--- src/hdl/csi_pkg.sv ---
// Shared types and constants for the cardinal spline interpolator.
// No dependencies; every other file refers to this package by scoped names.
`default_nettype none

package csi_pkg;

  // Opcode of an input item
  typedef enum logic {
    OP_WRITE = 1'b0,
    OP_EVAL  = 1'b1
  } csi_op_e;

  // Configuration register indexes
  typedef enum logic [1:0] {
    CFG_START_TIME  = 2'd0,
    CFG_RATE        = 2'd1,
    CFG_TIGHTNESS   = 2'd2,
    CFG_POINT_COUNT = 2'd3
  } csi_cfg_e;

  // Sequencer states
  typedef enum logic [2:0] {
    ST_IDLE,
    ST_MUL,
    ST_DEC,
    ST_READ,
    ST_CALC,
    ST_FIN,
    ST_LAST
  } csi_state_e;

  // Lane arithmetic steps, issued in this order
  typedef enum logic [2:0] {
    STEP_T1   = 3'd0,
    STEP_T2   = 3'd1,
    STEP_P1H1 = 3'd2,
    STEP_P2H2 = 3'd3,
    STEP_T1L  = 3'd4,
    STEP_T1H  = 3'd5,
    STEP_T2L  = 3'd6,
    STEP_T2H  = 3'd7
  } csi_step_e;

  // Where the merge stage takes the position from
  typedef enum logic [1:0] {
    SRC_NONE,
    SRC_POINT,
    SRC_LANES
  } csi_src_e;

  localparam int unsigned FracW  = 24;
  localparam int unsigned HermW  = 26;
  localparam int unsigned TanW   = 41;
  localparam int unsigned AccW   = 64;

  typedef struct packed {
    logic        opcode;
    logic [3:0]  point_index;
    logic signed [31:0] point_x;
    logic signed [31:0] point_y;
    logic signed [31:0] point_z;
    logic [31:0] time_ms;
  } csi_in_t;

  typedef struct packed {
    logic        finished;
    logic        has_value;
    logic signed [31:0] out_x;
    logic signed [31:0] out_y;
    logic signed [31:0] out_z;
  } csi_out_t;

  typedef struct packed {
    logic signed [31:0] x;
    logic signed [31:0] y;
    logic signed [31:0] z;
  } csi_point_t;

  // Hermite basis weights, Q.24
  typedef struct packed {
    logic signed [HermW-1:0] h1;
    logic signed [HermW-1:0] h2;
    logic signed [HermW-1:0] h3;
    logic signed [HermW-1:0] h4;
  } csi_herm_t;

  // Control from the sequencer to each lane
  typedef struct packed {
    logic      load_p;
    logic [1:0] p_sel;
    logic      calc;
    csi_step_e step;
  } csi_lane_ctl_t;

  // Control from the sequencer to the merge stage
  typedef struct packed {
    logic     emit;
    logic     finished;
    csi_src_e src;
  } csi_merge_ctl_t;

endpackage

`default_nettype wire

--- src/hdl/csi_merge.sv ---
// Merge stage: saturates the three lane sums or passes a stored point, and
// holds the result register and its one-cycle done pulse. Depends on csi_pkg.
`default_nettype none

module csi_merge (
  input  wire logic                        clk_i,
  input  wire logic                        rst_ni,
  input  wire csi_pkg::csi_merge_ctl_t     ctl_i,
  input  wire csi_pkg::csi_point_t         point_i,
  input  wire logic signed [csi_pkg::AccW-1:0] acc_x_i,
  input  wire logic signed [csi_pkg::AccW-1:0] acc_y_i,
  input  wire logic signed [csi_pkg::AccW-1:0] acc_z_i,
  output logic                             done_o,
  output csi_pkg::csi_out_t                res_o
);

  logic              done_q;
  csi_pkg::csi_out_t res_q, res_d;

  // Shift down by the fraction and clamp to the signed 32-bit range
  function automatic logic signed [31:0] sat_q24(input logic signed [63:0] acc);
    logic signed [31:0] r;
    if (acc[63:55] == {9{acc[55]}}) begin
      r = acc[55:24];
    end else if (acc[63]) begin
      r = 32'sh8000_0000;
    end else begin
      r = 32'sh7fff_ffff;
    end
    return r;
  endfunction

  // Pick the position source
  always_comb begin
    res_d          = '0;
    res_d.finished = ctl_i.finished;
    unique case (ctl_i.src)
      csi_pkg::SRC_POINT: begin
        res_d.has_value = 1'b1;
        res_d.out_x     = point_i.x;
        res_d.out_y     = point_i.y;
        res_d.out_z     = point_i.z;
      end
      csi_pkg::SRC_LANES: begin
        res_d.has_value = 1'b1;
        res_d.out_x     = sat_q24(acc_x_i);
        res_d.out_y     = sat_q24(acc_y_i);
        res_d.out_z     = sat_q24(acc_z_i);
      end
      default: res_d.has_value = 1'b0;
    endcase
  end

  always_ff @(posedge clk_i or negedge rst_ni) begin
    if (!rst_ni) begin
      done_q <= 1'b0;
    end else begin
      done_q <= ctl_i.emit;
    end
  end

  always_ff @(posedge clk_i) begin
    if (ctl_i.emit) begin
      res_q <= res_d;
    end
  end

  assign done_o = done_q;
  assign res_o  = res_q;

endmodule

`default_nettype wire

--- config.mk ---
export PLATFORM = sky130hd
export DESIGN_NAME = csi_merge
export DESIGN_NICKNAME = d
export VERILOG_FILES = /design/src/hdl/csi_pkg.sv /design/src/hdl/csi_merge.sv
export SDC_FILE = /design/constraint.sdc
export NUM_CORES = 1
export LEC_CHECK = 0
export ABC_AREA = 1
export BUFFER_PORTS_ARGS = -buffer_cell sky130_fd_sc_hd__buf_2
export CELL_PAD_IN_SITES_DETAIL_PLACEMENT = 2
export CELL_PAD_IN_SITES_GLOBAL_PLACEMENT = 2
export CORE_UTILIZATION = 23
export CTS_BUF_LIST = sky130_fd_sc_hd__clkbuf_4
export CTS_CLUSTER_SIZE = 24
export DETAILED_ROUTE_END_ITERATION = 8
export GPL_ROUTABILITY_DRIVEN = 0
export PLACE_DENSITY = 0.94
export SETUP_SLACK_MARGIN = 0.02
export SLEW_MARGIN = 30
export SYNTH_ARGS = -nofsm -noshare
export SYNTH_HDL_FRONTEND = slang
export SYNTH_SLANG_ARGS = --single-unit
export TNS_END_PERCENT = 100
--- constraint.sdc ---
create_clock -name clk_i -period 1 [get_ports clk_i]
set_input_delay 0.05 -clock clk_i [delete_from_list [all_inputs] [get_ports clk_i]]
set_output_delay 0.05 -clock clk_i [all_outputs]
set_load 0.005 [all_outputs]
-- Word level (Yosys, flattened, before mapping)
Index checks and enable logic that the tools add are counted.
- flip-flop bits (word level): 99
- output and inout bits: 99
- logic and storage cells: 20
- equal/unequal tests: 5
- multiplexer cells: 8
- reductions and logical operators: 1
- operators by type and width (cell ; number):
    32-bit two-way mux ; 6
    96-bit case mux with 2 select lines ; 1
    8-bit equality test ; 3
    2-bit by 1-bit equality test with 1-bit output (second input constant) ; 1
    2-bit equality test (second input constant) ; 1
    2-bit OR reduction ; 1
    1-bit two-way mux ; 1

-- Logic depth before layout (Yosys ltp)
- word-level depth: 3
- mapped depth: 10

-- Worst setup path after synthesis
Ideal clock, no wire load.
- kind: input to register
- from: in ctl_i[0] in the netlist's numbering
- to: reg res_q (netlist bit res_o[63]) (data pin)
- data arrival time: 1.152 ns
- path slack: -0.430 ns
- cell stages on the path: 6
- cells stage by stage: inv_1 > ha_1 > clkbuf_1 > buf_2 > buf_1 > a21oi_1
- RTL lines (item ; line ; RTL):
    start, declared ; csi_merge.sv:8 ; input wire csi_pkg::csi_merge_ctl_t ctl_i,
    end signal, assigned ; csi_merge.sv:64 ; res_q <= res_d;
    end, declared ; csi_merge.sv:18 ; csi_pkg::csi_out_t res_q, res_d;

==> summary.md <==
| Metric | Value |
|---|---|
| Comb power frac | `between 20% and 30%` |
| Max Slew Vio Count | `0` |
| Minimum setup slack in the final design | `-0.236 ns` |
| Post-layout net count | `between 1000 and 1500` |
| Synth Instances | `674` |
| Detailed-route vias per instance | `4.83` |
| Register area share after synthesis | `54.6%` |
| DP Wirelength | `between 15000 and 20000 um` |
| Clk Tree Root Cell | `sky130_fd_sc_hd__clkbuf_4` |
| Kind of end point of the critical path | `register` |
| Number of I/O port buffers | `320` |
| Leakage power figure | `about 4.6 nW` |
| Final setup vio count | `~130` |
| Maximum VDD drop | `a little under 0.7 mV` |
| Worst min-delay path class | `input port to register` |
| Kind of start point of the critical path | `input port` |
| I/O pin cnt | `roughly 390` |
| Failing checks | `setup timing` |
| P_int | `7.49 mW` |
| Data arrival time at the worst-slack endpoint | `about 1.5 ns` |
| FMAX | `0.809 GHz` |
| Count of standard-cell rows | `55` |
| Global-route wire length before repair | `around 50000 um` |
| WHS | `around 0.1 ns` |
| Number of nets with antenna violations after detailed routing | `0` |
| Total nets after synthesis | `between 900 and 1000` |
| Die area | `between 20000 and 25000 sq um` |
| GRT Overall Usage | `around 28%` |
| Final hold violation count | `0` |
| First drt pass iteration count | `4` |
| Final global-route overflow total | `0` |
| Synthesis warning total | `0` |
| H-Tree Depth | `3` |
| Initial antenna violation count | `10` |
| Count of state elements after synthesis | `between 90 and 100` |
| Library cells used by synthesis | `21` |
| Actual transition at the worst max-transition pin | `roughly 0.46 ns` |
| Clock tree from TritonCTS | `done` |
| Post-route clock period utilization | `124%` |
| Ratio of cells with drive above 1 in the final layout | `about two fifths` |
| Library cell with the largest summed area after synthesis | `sky130_fd_sc_hd__edfxtp_1` |
| Sequential Power Share | `46.6%` |
| Synthesis-to-finish area growth | `94.7%` |
| Relative contribution of the clock network to total power | `~25%` |
| Net switching power figure | `3.48 mW` |
| Core outline area | `22900 sq um` |
| Final design instance area without fill | `around 11000 sq um` |
| Maximum buffer depth of the clock tree | `2` |
| Worst slew margin | `~70%` |
| Cell types occupying the most area after synthesis | `sky130_fd_sc_hd__edfxtp_1 54%, sky130_fd_sc_hd__nand2_1 21%, sky130_fd_sc_hd__a21oi_1 8.3%, sky130_fd_sc_hd__inv_1 4.8%, sky130_fd_sc_hd__nand3_1 3.2%` |
| Pre-CTS setup slack | `-0.491 ns` |
| Portion of synthesized cell area occupied by the leading cell type | `between 50 and 60%` |
| Netlist area before placement | `5430 sq um` |
| Final period demand of the worst path | `~1.2 ns` |
| Max-capacitance violation count | `0` |
| Sum of internal, switching and leakage power | `~11 mW` |
| Number of global-route vias before repair | `~8300` |
| Commonest non-fill, non-tap cells in the layout | `317 x sky130_fd_sc_hd__buf_2, 248 x sky130_fd_sc_hd__nand2_1, 178 x sky130_fd_sc_hd__dlygate4sd3_1, 98 x sky130_fd_sc_hd__edfxtp_1, 69 x sky130_fd_sc_hd__inv_1` |
| Residual DRC | `0` |
| Final routed wire length divided by cell count | `roughly 25 um` |
| Kind of critical path | `input port to register` |
| Worst-path maximum fanout | `8` |
| Via total after detailed routing | `7386` |
| Most common library cell in the layout ignoring fill and taps | `sky130_fd_sc_hd__buf_2` |
| Run status | `finished with violations` |
| PwrDens | `1040 nW/um^2` |
| Post-detailed-routing wire length | `just under 40000 um` |
| Die X-Extent | `156 um` |
| Clock-pin transition on the worst setup and hold timing paths | `0.21 ns` |
| Average footprint of a synthesized cell | `8.06 sq um` |
| Net Sw Frac | `31.7%` |
| Pin count of the biggest net entering global routing | `48` |
| CTS Sinks | `slightly below 100` |
| Req. time, crit path | `1.25 ns` |
| Die Y | `between 150 and 200 um` |
| Number of clock buffers inserted by TritonCTS | `9` |
| Initial cell density of the core | `between 20% and 30%` |
| Unrepaired setup endpoints after global routing | `yes` |
| Post-detailed-placement cell area | `7650 sq um` |
| Initial DRC count | `344` |
flip-flops by register name (all words and copies together), names as in the netlist:
signal and flops:
done_o 1, res_o 98
power groups by stage:
stage	logic, mW	registers [mW]	clock network, mW
floorplan	0.667	5.17	0
global placement	1.89	5.11	0
detailed placement	1.98	5.14	0
CTS	2.54	5.04	2.81
global route	3.24	5.13	2.93
finish	3.09	5.11	2.76
worst paths after layout:
path                       slack (ns)  depth (start not counted)         from                   to
max in group asynchronous        0.46                          3       rst_ni     done_o$_DFF_PN0_
hold / removal                    0.1                          5  acc_y_i[41]  res_o[49]$_DFFE_PP_
min in group asynchronous        0.43                          3       rst_ni     done_o$_DFF_PN0_
setup / recovery                -0.24                         11  acc_x_i[56]  res_o[71]$_DFFE_PP_
cell families (layout without fill, tap and decap cells):
| group | count (synthesis) | count (layout) | share of synthesized area [%] |
|---|---|---|---|
| flip-flops | 99 | 99 | 54.6 |
| other | 0 | 10 | 0 |
| adder cells (fa/ha/maj) | 2 | 2 | 0.461 |
| AO/OA/AOI/OAI | 97 | 97 | 9.56 |
| AND/OR/NAND/NOR | 359 | 359 | 26.2 |
| buffers and inverters | 117 | 648 | 9.19 |
cells in the mapped netlist, drive strengths merged:
cell and number:
nand3 35, edfxtp 98, a21oi 97, inv 70
dfrtp 1, clkbuf 20, or2 2, nor2 13
ha 2, nand3b 2, nand2 302, nand4 1
buf 27, nor3 3, and3 1
critical path, stage by stage:
cell,delay [ns]
sky130_fd_sc_hd__buf_6,0.10
sky130_fd_sc_hd__or2_1,0.23
sky130_fd_sc_hd__nor2_2,0.13
sky130_fd_sc_hd__nand2_2,0.11
sky130_fd_sc_hd__buf_6,0.15
sky130_fd_sc_hd__nand3_4,0.18
sky130_fd_sc_hd__buf_4,0.16
sky130_fd_sc_hd__buf_6,0.11
sky130_fd_sc_hd__nand2_1,0.10
sky130_fd_sc_hd__nand2_1,0.09
sky130_fd_sc_hd__a21oi_1,0.06
per-stage QoR:
step / utilization [%] / setup TNS [ns] / instances
4_1_cts: 41.9 / -13.52 / 1491
6_report: 46.2 / -13.03 / 1528
3_5_place_dp: 33.4 / -30.75 / 1297
5_1_grt: 46.2 / -18.86 / 1528
3_3_place_gp: 33.4 / -24.70 / 1297
2_1_floorplan: - / -4.55 / 674
area by class of cell:
cell class                 instances  area (sq um)
fill                            2500         12300
timing repair buffer             562          4260
sequential                        99          2970
multi-input combinational        458          2490
tap                              313           392
inverter                          70           263
clock inverter                     7           108
clock buffer                       9          67.6
antenna                           10          25.0
per-layer routing:
| metal | part of all wire [%] | vias up | track usage, % | routed length (um) |
|---|---|---|---|---|
| met5 | 0 | - | 0 | 0 |
| met4 | 5.8 | 0 | 14.6 | 2270 |
| met3 | 5.7 | 134 | 5.11 | 2220 |
| met2 | 54 | 375 | 54.5 | 20900 |
| met1 | 35 | 3649 | 26.9 | 13500 |
| li1 | - | 3228 | - | - |
what timing repair did:
| item | 4_1_cts | 5_1_grt |
|---|---|---|
| pin swaps | 0 | 26 |
| buffers inserted | 0 | 15 |
| cloned | 0 | 12 |
| endpoints found under the setup margin | 99 | 160 |
| resized for setup | 0 | 141 |
| hold endpoints to repair | 106 | 0 |
| hold buffers | 178 | 0 |
No activity file was read; power rests on OpenSTA's default activity.
