File: src/hdl/csi_pkg.sv
// Shared types and constants for the cardinal spline interpolator.
// No dependencies; every other file refers to this package by scoped names.
`default_nettype none

package csi_pkg;

  // Opcode of an input item
  typedef enum logic {
    OP_WRITE = 1'b0,
    OP_EVAL  = 1'b1
  } csi_op_e;

  // Configuration register indexes
  typedef enum logic [1:0] {
    CFG_START_TIME  = 2'd0,
    CFG_RATE        = 2'd1,
    CFG_TIGHTNESS   = 2'd2,
    CFG_POINT_COUNT = 2'd3
  } csi_cfg_e;

  // Sequencer states
  typedef enum logic [2:0] {
    ST_IDLE,
    ST_MUL,
    ST_DEC,
    ST_READ,
    ST_CALC,
    ST_FIN,
    ST_LAST
  } csi_state_e;

  // Lane arithmetic steps, issued in this order
  typedef enum logic [2:0] {
    STEP_T1   = 3'd0,
    STEP_T2   = 3'd1,
    STEP_P1H1 = 3'd2,
    STEP_P2H2 = 3'd3,
    STEP_T1L  = 3'd4,
    STEP_T1H  = 3'd5,
    STEP_T2L  = 3'd6,
    STEP_T2H  = 3'd7
  } csi_step_e;

  // Where the merge stage takes the position from
  typedef enum logic [1:0] {
    SRC_NONE,
    SRC_POINT,
    SRC_LANES
  } csi_src_e;

  localparam int unsigned FracW  = 24;
  localparam int unsigned HermW  = 26;
  localparam int unsigned TanW   = 41;
  localparam int unsigned AccW   = 64;

  typedef struct packed {
    logic        opcode;
    logic [3:0]  point_index;
    logic signed [31:0] point_x;
    logic signed [31:0] point_y;
    logic signed [31:0] point_z;
    logic [31:0] time_ms;
  } csi_in_t;

  typedef struct packed {
    logic        finished;
    logic        has_value;
    logic signed [31:0] out_x;
    logic signed [31:0] out_y;
    logic signed [31:0] out_z;
  } csi_out_t;

  typedef struct packed {
    logic signed [31:0] x;
    logic signed [31:0] y;
    logic signed [31:0] z;
  } csi_point_t;

  // Hermite basis weights, Q.24
  typedef struct packed {
    logic signed [HermW-1:0] h1;
    logic signed [HermW-1:0] h2;
    logic signed [HermW-1:0] h3;
    logic signed [HermW-1:0] h4;
  } csi_herm_t;

  // Control from the sequencer to each lane
  typedef struct packed {
    logic      load_p;
    logic [1:0] p_sel;
    logic      calc;
    csi_step_e step;
  } csi_lane_ctl_t;

  // Control from the sequencer to the merge stage
  typedef struct packed {
    logic     emit;
    logic     finished;
    csi_src_e src;
  } csi_merge_ctl_t;

endpackage

`default_nettype wire

File: src/hdl/csi_lane.sv
// One coordinate lane: holds four control-point values and evaluates the
// Hermite sum with a single shared multiplier. Depends on csi_pkg.
`default_nettype none

module csi_lane (
  input  wire logic                        clk_i,
  input  wire csi_pkg::csi_lane_ctl_t      ctl_i,
  input  wire logic signed [31:0]          rdata_i,
  input  wire logic signed [15:0]          tight_i,
  input  wire csi_pkg::csi_herm_t          herm_i,
  output logic signed [csi_pkg::AccW-1:0]  acc_o
);

  logic signed [31:0]               p_q [4];
  logic signed [csi_pkg::TanW-1:0]  t1_q, t2_q;
  logic signed [csi_pkg::AccW-1:0]  acc_q;
  logic signed [32:0]               a_op;
  logic signed [csi_pkg::HermW-1:0] b_op;
  logic signed [58:0]               prod;

  // Select multiplier operands for the current step
  always_comb begin
    a_op = '0;
    b_op = '0;
    unique case (ctl_i.step)
      csi_pkg::STEP_T1: begin
        a_op = 33'(p_q[2]) - 33'(p_q[0]);
        b_op = csi_pkg::HermW'(tight_i);
      end
      csi_pkg::STEP_T2: begin
        a_op = 33'(p_q[3]) - 33'(p_q[1]);
        b_op = csi_pkg::HermW'(tight_i);
      end
      csi_pkg::STEP_P1H1: begin
        a_op = 33'(p_q[1]);
        b_op = herm_i.h1;
      end
      csi_pkg::STEP_P2H2: begin
        a_op = 33'(p_q[2]);
        b_op = herm_i.h2;
      end
      csi_pkg::STEP_T1L: begin
        a_op = $signed({9'b0, t1_q[23:0]});
        b_op = herm_i.h3;
      end
      csi_pkg::STEP_T1H: begin
        a_op = 33'($signed(t1_q[csi_pkg::TanW-1:24]));
        b_op = herm_i.h3;
      end
      csi_pkg::STEP_T2L: begin
        a_op = $signed({9'b0, t2_q[23:0]});
        b_op = herm_i.h4;
      end
      csi_pkg::STEP_T2H: begin
        a_op = 33'($signed(t2_q[csi_pkg::TanW-1:24]));
        b_op = herm_i.h4;
      end
      default: begin
        a_op = '0;
        b_op = '0;
      end
    endcase
    prod = 59'(a_op) * 59'(b_op);
  end

  // Load points, then run one multiply per step into a tangent or the accumulator
  always_ff @(posedge clk_i) begin
    if (ctl_i.load_p) begin
      p_q[ctl_i.p_sel] <= rdata_i;
    end
    if (ctl_i.calc) begin
      unique case (ctl_i.step)
        csi_pkg::STEP_T1:   t1_q  <= csi_pkg::TanW'(prod >>> 8);
        csi_pkg::STEP_T2:   t2_q  <= csi_pkg::TanW'(prod >>> 8);
        csi_pkg::STEP_P1H1: acc_q <= csi_pkg::AccW'(prod);
        csi_pkg::STEP_T1H,
        csi_pkg::STEP_T2H:  acc_q <= acc_q + (csi_pkg::AccW'(prod) <<< 24);
        default:            acc_q <= acc_q + csi_pkg::AccW'(prod);
      endcase
    end
  end

  assign acc_o = acc_q;

endmodule

`default_nettype wire

File: config.mk
export PLATFORM = sky130hd
export DESIGN_NAME = csi_lane
export DESIGN_NICKNAME = d
export VERILOG_FILES = /design/src/hdl/csi_pkg.sv /design/src/hdl/csi_lane.sv
export SDC_FILE = /design/constraint.sdc
export NUM_CORES = 2
export LEC_CHECK = 0
export ABC_AREA = 0
export CAP_MARGIN = 30
export CORE_MARGIN = 3
export CORE_UTILIZATION = 65
export CTS_CLUSTER_DIAMETER = 60
export DETAILED_ROUTE_END_ITERATION = 12
export DONT_BUFFER_PORTS = 1
export PLACE_DENSITY_LB_ADDON = 0.1
export SLEW_MARGIN = 10
export SYNTH_ARGS = -nofsm -noshare
export SYNTH_HDL_FRONTEND = slang
export SYNTH_SLANG_ARGS = --single-unit
File: constraint.sdc
create_clock -name clk_i -period 26.2 [get_ports clk_i]
set_input_delay 2.62 -clock clk_i [delete_from_list [all_inputs] [get_ports clk_i]]
set_output_delay 2.62 -clock clk_i [all_outputs]
set_load 0.03 [all_outputs]
Word-level counts from Yosys, hierarchy flattened
Memory sizes are Yosys's and may differ from the RTL's.
Index checks and enable logic that the tools add are counted.
{ "word_totals": {"regBits": 146, "latchBits": 0, "ramBits": 128, "romBits": 0, "out_inout_bits": 64, "elab_cells": 30, "mem_count": 1} }
{ "mem_list": {"columns": ["name", "depth", "width", "rd", "rd_ports_with_merged_regs", "wr", "line_no", "source"], "rows": [
  ["p_q", 4, 32, 4, 0, 1, "csi_lane.sv:14", "logic signed [31:0] p_q [4];"]
]} }
{ "classes": {"n_addsub": 4, "multipliers": 1, "div_mod_pow": 0, "magnitude_cmp": 0, "eq_ne": 7, "shift": 0, "mux": 5, "n_bitwise": 1, "n_reduce_logical": 8} }
{ "op_table": {"columns": ["op", "count"], "rows": [
  ["one-hot mux 33 bit (8 select lines)", 1],
  ["one-hot mux 64 bit (3 select lines)", 1],
  ["one-hot mux 26 bit (5 select lines)", 1],
  ["subtractor 32 x 32 -> 33 bit", 2],
  ["adder 64 x 59 -> 64 bit", 1],
  ["adder 64 bit", 1],
  ["multiplier 33 x 26 -> 59 bit", 1],
  ["== test 3 bit (second input constant)", 4],
  ["OR reduction 2 bit", 4],
  ["== test 3 x 2 -> 1 bit (second input constant)", 2],
  ["AND reduction 2 bit", 3],
  ["== test 3 x 1 -> 1 bit (second input constant)", 1],
  ["zero test 3 bit", 1],
  ["two-way mux 1 bit", 2],
  ["inverter 1 bit", 1]
]} }

Logic depth before layout (Yosys ltp)
{ "logic_depth": {"ltp_word": 6, "ltp_mapped": 55, "ltp_nobuf": 53} }

Least setup slack after synthesis
OpenSTA, ideal clock, no wires.
{ "synth_timing": {"kind": "input to register", "startpoint": "input port ctl_i[2] (netlist name)", "endpoint": "register acc_q, in the netlist acc_o[56] (data pin)", "arrival_ps": 12978, "setup_slack_ps": 12961, "stages": 47, "n_path_buf": 5, "cell_sequence": "clkbuf_1 > inv_1 > nor2_1 > a21oi_1 > nor2_1 > a31o_2 > clkbuf_1 > a221oi_1 > o21ai_0 > o22a_1 > clkbuf_1 > nand2_1 > fa_1 > inv_1 > fa_1 > inv_1 > fa_1 > fa_1 > [11 not listed] > o31ai_1 > a21boi_0 > o21ai_0 > nand2b_1 > a31oi_1 > xnor2_1 > ha_1 > clkbuf_1 > nand2_1 > or4_1 > nor4_1 > o21ai_0 > o211ai_1 > a21oi_1 > nor3b_1 > a31oi_1 > xnor2_1 > a221o_1"} }
{ "synth_between": {"elab_chain_cells": 6, "elab_cells_between_ends": 18} }
{ "synth_rtl": {"columns": ["element", "line_no", "source"], "rows": [
  ["start: declaration", "csi_lane.sv:7", "input wire csi_pkg::csi_lane_ctl_t ctl_i,"],
  ["== test 3 bit, or another cell as far along", "csi_lane.sv:25", "unique case (ctl_i.step)"],
  ["OR reduction 2 bit (no line)", null, null],
  ["one-hot mux 26 bit (5 select lines)", "csi_lane.sv:25", null],
  ["multiplier 33 x 26 -> 59 bit *", "csi_lane.sv:63", "prod = 59'(a_op) * 59'(b_op);"],
  ["net prod[38]", "csi_lane.sv:19", "logic signed [58:0] prod;"],
  ["adder 64 x 59 -> 64 bit *", "csi_lane.sv:78", "default: acc_q <= acc_q + csi_pkg::AccW'(prod);"],
  ["one-hot mux 64 bit (3 select lines) *", "csi_lane.sv:72", "unique case (ctl_i.step)"],
  ["end signal: assignment", "csi_lane.sv:75", "csi_pkg::STEP_P1H1: acc_q <= csi_pkg::AccW'(prod);"],
  ["end signal: assignment", "csi_lane.sv:77", "csi_pkg::STEP_T2H: acc_q <= acc_q + (csi_pkg::AccW'(prod) <<< 24);"],
  ["end signal: assignment", "csi_lane.sv:78", null],
  ["end: declaration", "csi_lane.sv:16", "logic signed [csi_pkg::AccW-1:0] acc_q;"]
]} }
Mark *: on every way through the listed nets, which the timed path passes. The rest lies on a longest branch.
A chain may end at the register's enable or synchronous reset.

Worst setup path after layout
{ "layout_timing": {"startpoint": "input port ctl_i[1] (netlist name)", "endpoint": "register acc_q, in the netlist acc_o[56] (data pin)"} }
{ "layout_between": {"elab_chain_cells": 6, "elab_cells_between_ends": 18} }
{ "layout_rtl": {"columns": ["element", "line_no"], "rows": [
  ["== test 3 bit, or another cell as far along", "csi_lane.sv:25"],
  ["OR reduction 2 bit (no line)", null],
  ["one-hot mux 26 bit (5 select lines)", "csi_lane.sv:25"],
  ["multiplier 33 x 26 -> 59 bit *", "csi_lane.sv:63"],
  ["net prod[30]", "csi_lane.sv:19"],
  ["adder 64 x 59 -> 64 bit or adder 64 bit (tied branches)", "csi_lane.sv:78, csi_lane.sv:77"],
  ["one-hot mux 64 bit (3 select lines) *", "csi_lane.sv:72"]
]} }
Marked as above.

==> flow_summary.json <==
{
  "timing.critical_path.slowest_stage_cell": "o22a_1",
  "grt_pass1_vias": 43351,
  "cts_tree": "built",
  "vias_per_cell": 6.451,
  "grt_pass1_wl_um": 269400,
  "ys_warn_count": 0,
  "grt_use_total_pct": 44.54,
  "drt_iter0_markers": 4467,
  "synth_area_per_cell_um2": 9.156,
  "synth.area.top_cells": "fa_1 (35%), edfxtp_1 (16%), ha_1 (8.1%)",
  "finalSetupTns_ps": 0,
  "layout.nets": 6839,
  "port_buffers": 0,
  "min_path_cells": 3,
  "finalHoldViolCount": 0,
  "synth_top_flop_cell": "edfxtp_1",
  "finalCritPeriodShare_pct": 57.40,
  "hp-start": "acc_o[0]",
  "finalNonFillerCells": 6530,
  "period_minus_slack_ps": 15040,
  "min_path_type": "flop to flop",
  "layout-drive-gt1-share_pct": 5.697,
  "final.setup_skew_ps": 30.57,
  "ant_nets": 0,
  "max_stage_delay_ps": 850,
  "crit_type": "input pin to flop",
  "required_ps": 26560,
  "synthCells": 5533,
  "insertion_delay_ps": 600,
  "rows": 101,
  "dr.pass1.iters": 6,
  "fmax_mhz": 66.50,
  "setup_viol": 0,
  "tightest_slew_ps": 1133,
  "r2r_cells": 47,
  "gp_congestion": 1.047,
  "area_delta_synth_final_pct": 5.599,
  "die_y_um": 285.2,
  "yosys_register_bits": 274,
  "max_slew_margin_pct": 24.48,
  "hold_end": "acc_o[0]",
  "place_inst": 6459,
  "r2r_start": "p_q[3][0]",
  "die_w_um": 285.2,
  "synthArstFlopShare_pct": 0,
  "cts.htree.levels": 1,
  "regToRegSetupSlack_ps": 11890,
  "crit_path_max_fanout": 54,
  "rsz0062_at_grt": "false",
  "cpMostUsedCell": "fa_1",
  "syn_nets": 6902,
  "cp.arrival_ps": 15400,
  "hold_ws_ps": 1001,
  "routed-via-count": 42123,
  "cts_setup_buffers": 0,
  "synth-edff-count": 274,
  "antenna_found_initial": 11,
  "hpwlAfterDp_um": 141800,
  "end_kind": "flop",
  "grt_remaining_overflow": 0,
  "netlist.area_leader.share_pct": 34.85,
  "cts-buffers-inserted": 31,
  "start_util_pct": 66.15,
  "netlist_area_um2": 50660,
  "drc": 0,
  "r2r_end": "acc_o[56]",
  "status": "completed",
  "root_buffer": "clkbuf_16",
  "cts_sinks": 274,
  "yosysTopAreaCell": "fa_1",
  "grt_max_degree": 64,
  "die-area_um2": 81320,
  "drt-total-wl_um": 179000,
  "synth_cell_types": 108,
  "wire_per_inst_um": 27.42,
  "synth-seq-area-share_pct": 16.24,
  "fp.coreArea_um2": 76580,
  "path_clk_slew_ps": 70,
  "cts_buffer_depth": 3,
  "cts_resized": 0,
  "cts_hold_buffers": 0,
  "cap_violations": 0,
  "ioPinCount": 224,
  "start_kind": "input pin",
  "slew_violations": 0
}
-- final cells by class --
cell class | count | area (um2)
flip-flops and latches | 274 | 8228
clock inverters | 23 | 217.7
inverters | 1021 | 3832
clock buffers | 34 | 787.0
diodes | 6 | 15.01
well taps | 1030 | 1289
repair buffers | 141 | 1182
fillers | 6070 | 23080
multi-input cells | 4001 | 37950
-- cell families after synthesis --
family                   count (synthesis)  synth area share, %
flip-flops                             274                16.24
AO/OA/AOI/OAI                          997                13.27
adder cells (fa/ha/maj)               1209                42.93
AND/OR/NAND/NOR                       1560                13.76
buffers and inverters                 1258                9.422
multiplexers                            39               0.9731
XOR/XNOR                               196                3.403
-- synth_stat cells, types with 9 or more instances --
| library cell | number |
|---|---|
| a211o_1 | 9 |
| a211oi_1 | 31 |
| a21o_1 | 132 |
| a21oi_1 | 270 |
| a221o_1 | 18 |
| a221oi_1 | 15 |
| a22oi_1 | 30 |
| a31oi_1 | 34 |
| and2_1 | 123 |
| and3_1 | 54 |
| buf_1 | 13 |
| buf_2 | 14 |
| clkbuf_1 | 204 |
| edfxtp_1 | 274 |
| fa_1 | 882 |
| ha_1 | 327 |
| inv_1 | 1019 |
| mux2i_1 | 29 |
| nand2_1 | 676 |
| nand2b_1 | 39 |
| nand3_1 | 53 |
| nand4_1 | 26 |
| nor2_1 | 403 |
| nor2b_1 | 27 |
| nor3_1 | 75 |
| nor3b_1 | 11 |
| nor4_1 | 15 |
| o211ai_1 | 22 |
| o21a_1 | 38 |
| o21ai_0 | 170 |
| o21ai_1 | 17 |
| o21bai_1 | 28 |
| o221ai_1 | 11 |
| o22a_1 | 13 |
| o22ai_1 | 23 |
| o31a_1 | 9 |
| o31ai_1 | 21 |
| or2_2 | 18 |
| xnor2_1 | 120 |
| xor2_1 | 75 |
-- routing by layer --
metal  track usage [%]  vias to the layer above  wire [um]
li1                  -                    17767          -
met1             57.51                    20934      63690
met2             66.99                     2778      77700
met3             14.40                      638      24920
met4             24.35                        6      12680
met5                 0                        -         46
-- worst max path at each step --
stage                   from   endpoint  slack [ps]  depth (start not counted)
floorplan           ctl_i[2]  acc_o[56]       12960                         47
global placement    ctl_i[1]  acc_o[55]       10770                         38
detailed placement  ctl_i[1]  acc_o[56]       10840                         42
CTS                 ctl_i[1]  acc_o[56]       11450                         42
global route        ctl_i[2]  acc_o[56]       10690                         42
finish              ctl_i[1]  acc_o[56]       11160                         41
-- critical path, delay by kind of cell --
| kind | cells | cell delay (ps) |
|---|---|---|
| adders and majority gates | 9 | 4570 |
| xor gates and xnor gates | 2 | 850 |
| AOI/OAI and AO/OA | 10 | 2700 |
| muxes | 1 | 440 |
| and+or+nand+nor | 12 | 3320 |
| buffers and inverters | 7 | 810 |
-- cell usage in the layout, fill, tap and decap left out, drive strengths merged, types with 27 or more instances in the layout --
master,count
and3,54
a21o,132
nor2b,27
clkbuf,34
nand2,684
ha,327
a21oi,274
nor3,77
inv,1027
and2,124
a31oi,34
a22oi,30
o21a,38
edfxtp,274
o21ai,188
nand2b,39
buf,141
nand3,53
nor2,405
fa,882
xor2,75
xnor2,121
o21bai,28
a211oi,33
mux2i,29
-- state kept, by name, summed over array words and instances, names as in the netlist --
name / count
acc_o: 64
p_q: 128
t1_q: 41
t2_q: 41
-- per-stage QoR --
step	setup WS, ps	util [%]	instance area, um2
2_1_floorplan	12960	-	50660
3_3_place_gp	10770	68.15	52190
3_5_place_dp	10840	68.37	52360
4_1_cts	11450	69.68	53360
5_1_grt	10690	69.84	53490
6_report	11160	69.86	53500
Power is not shown: default switching activity piles up to over one toggle a cycle in this logic, so the estimate is an artifact.
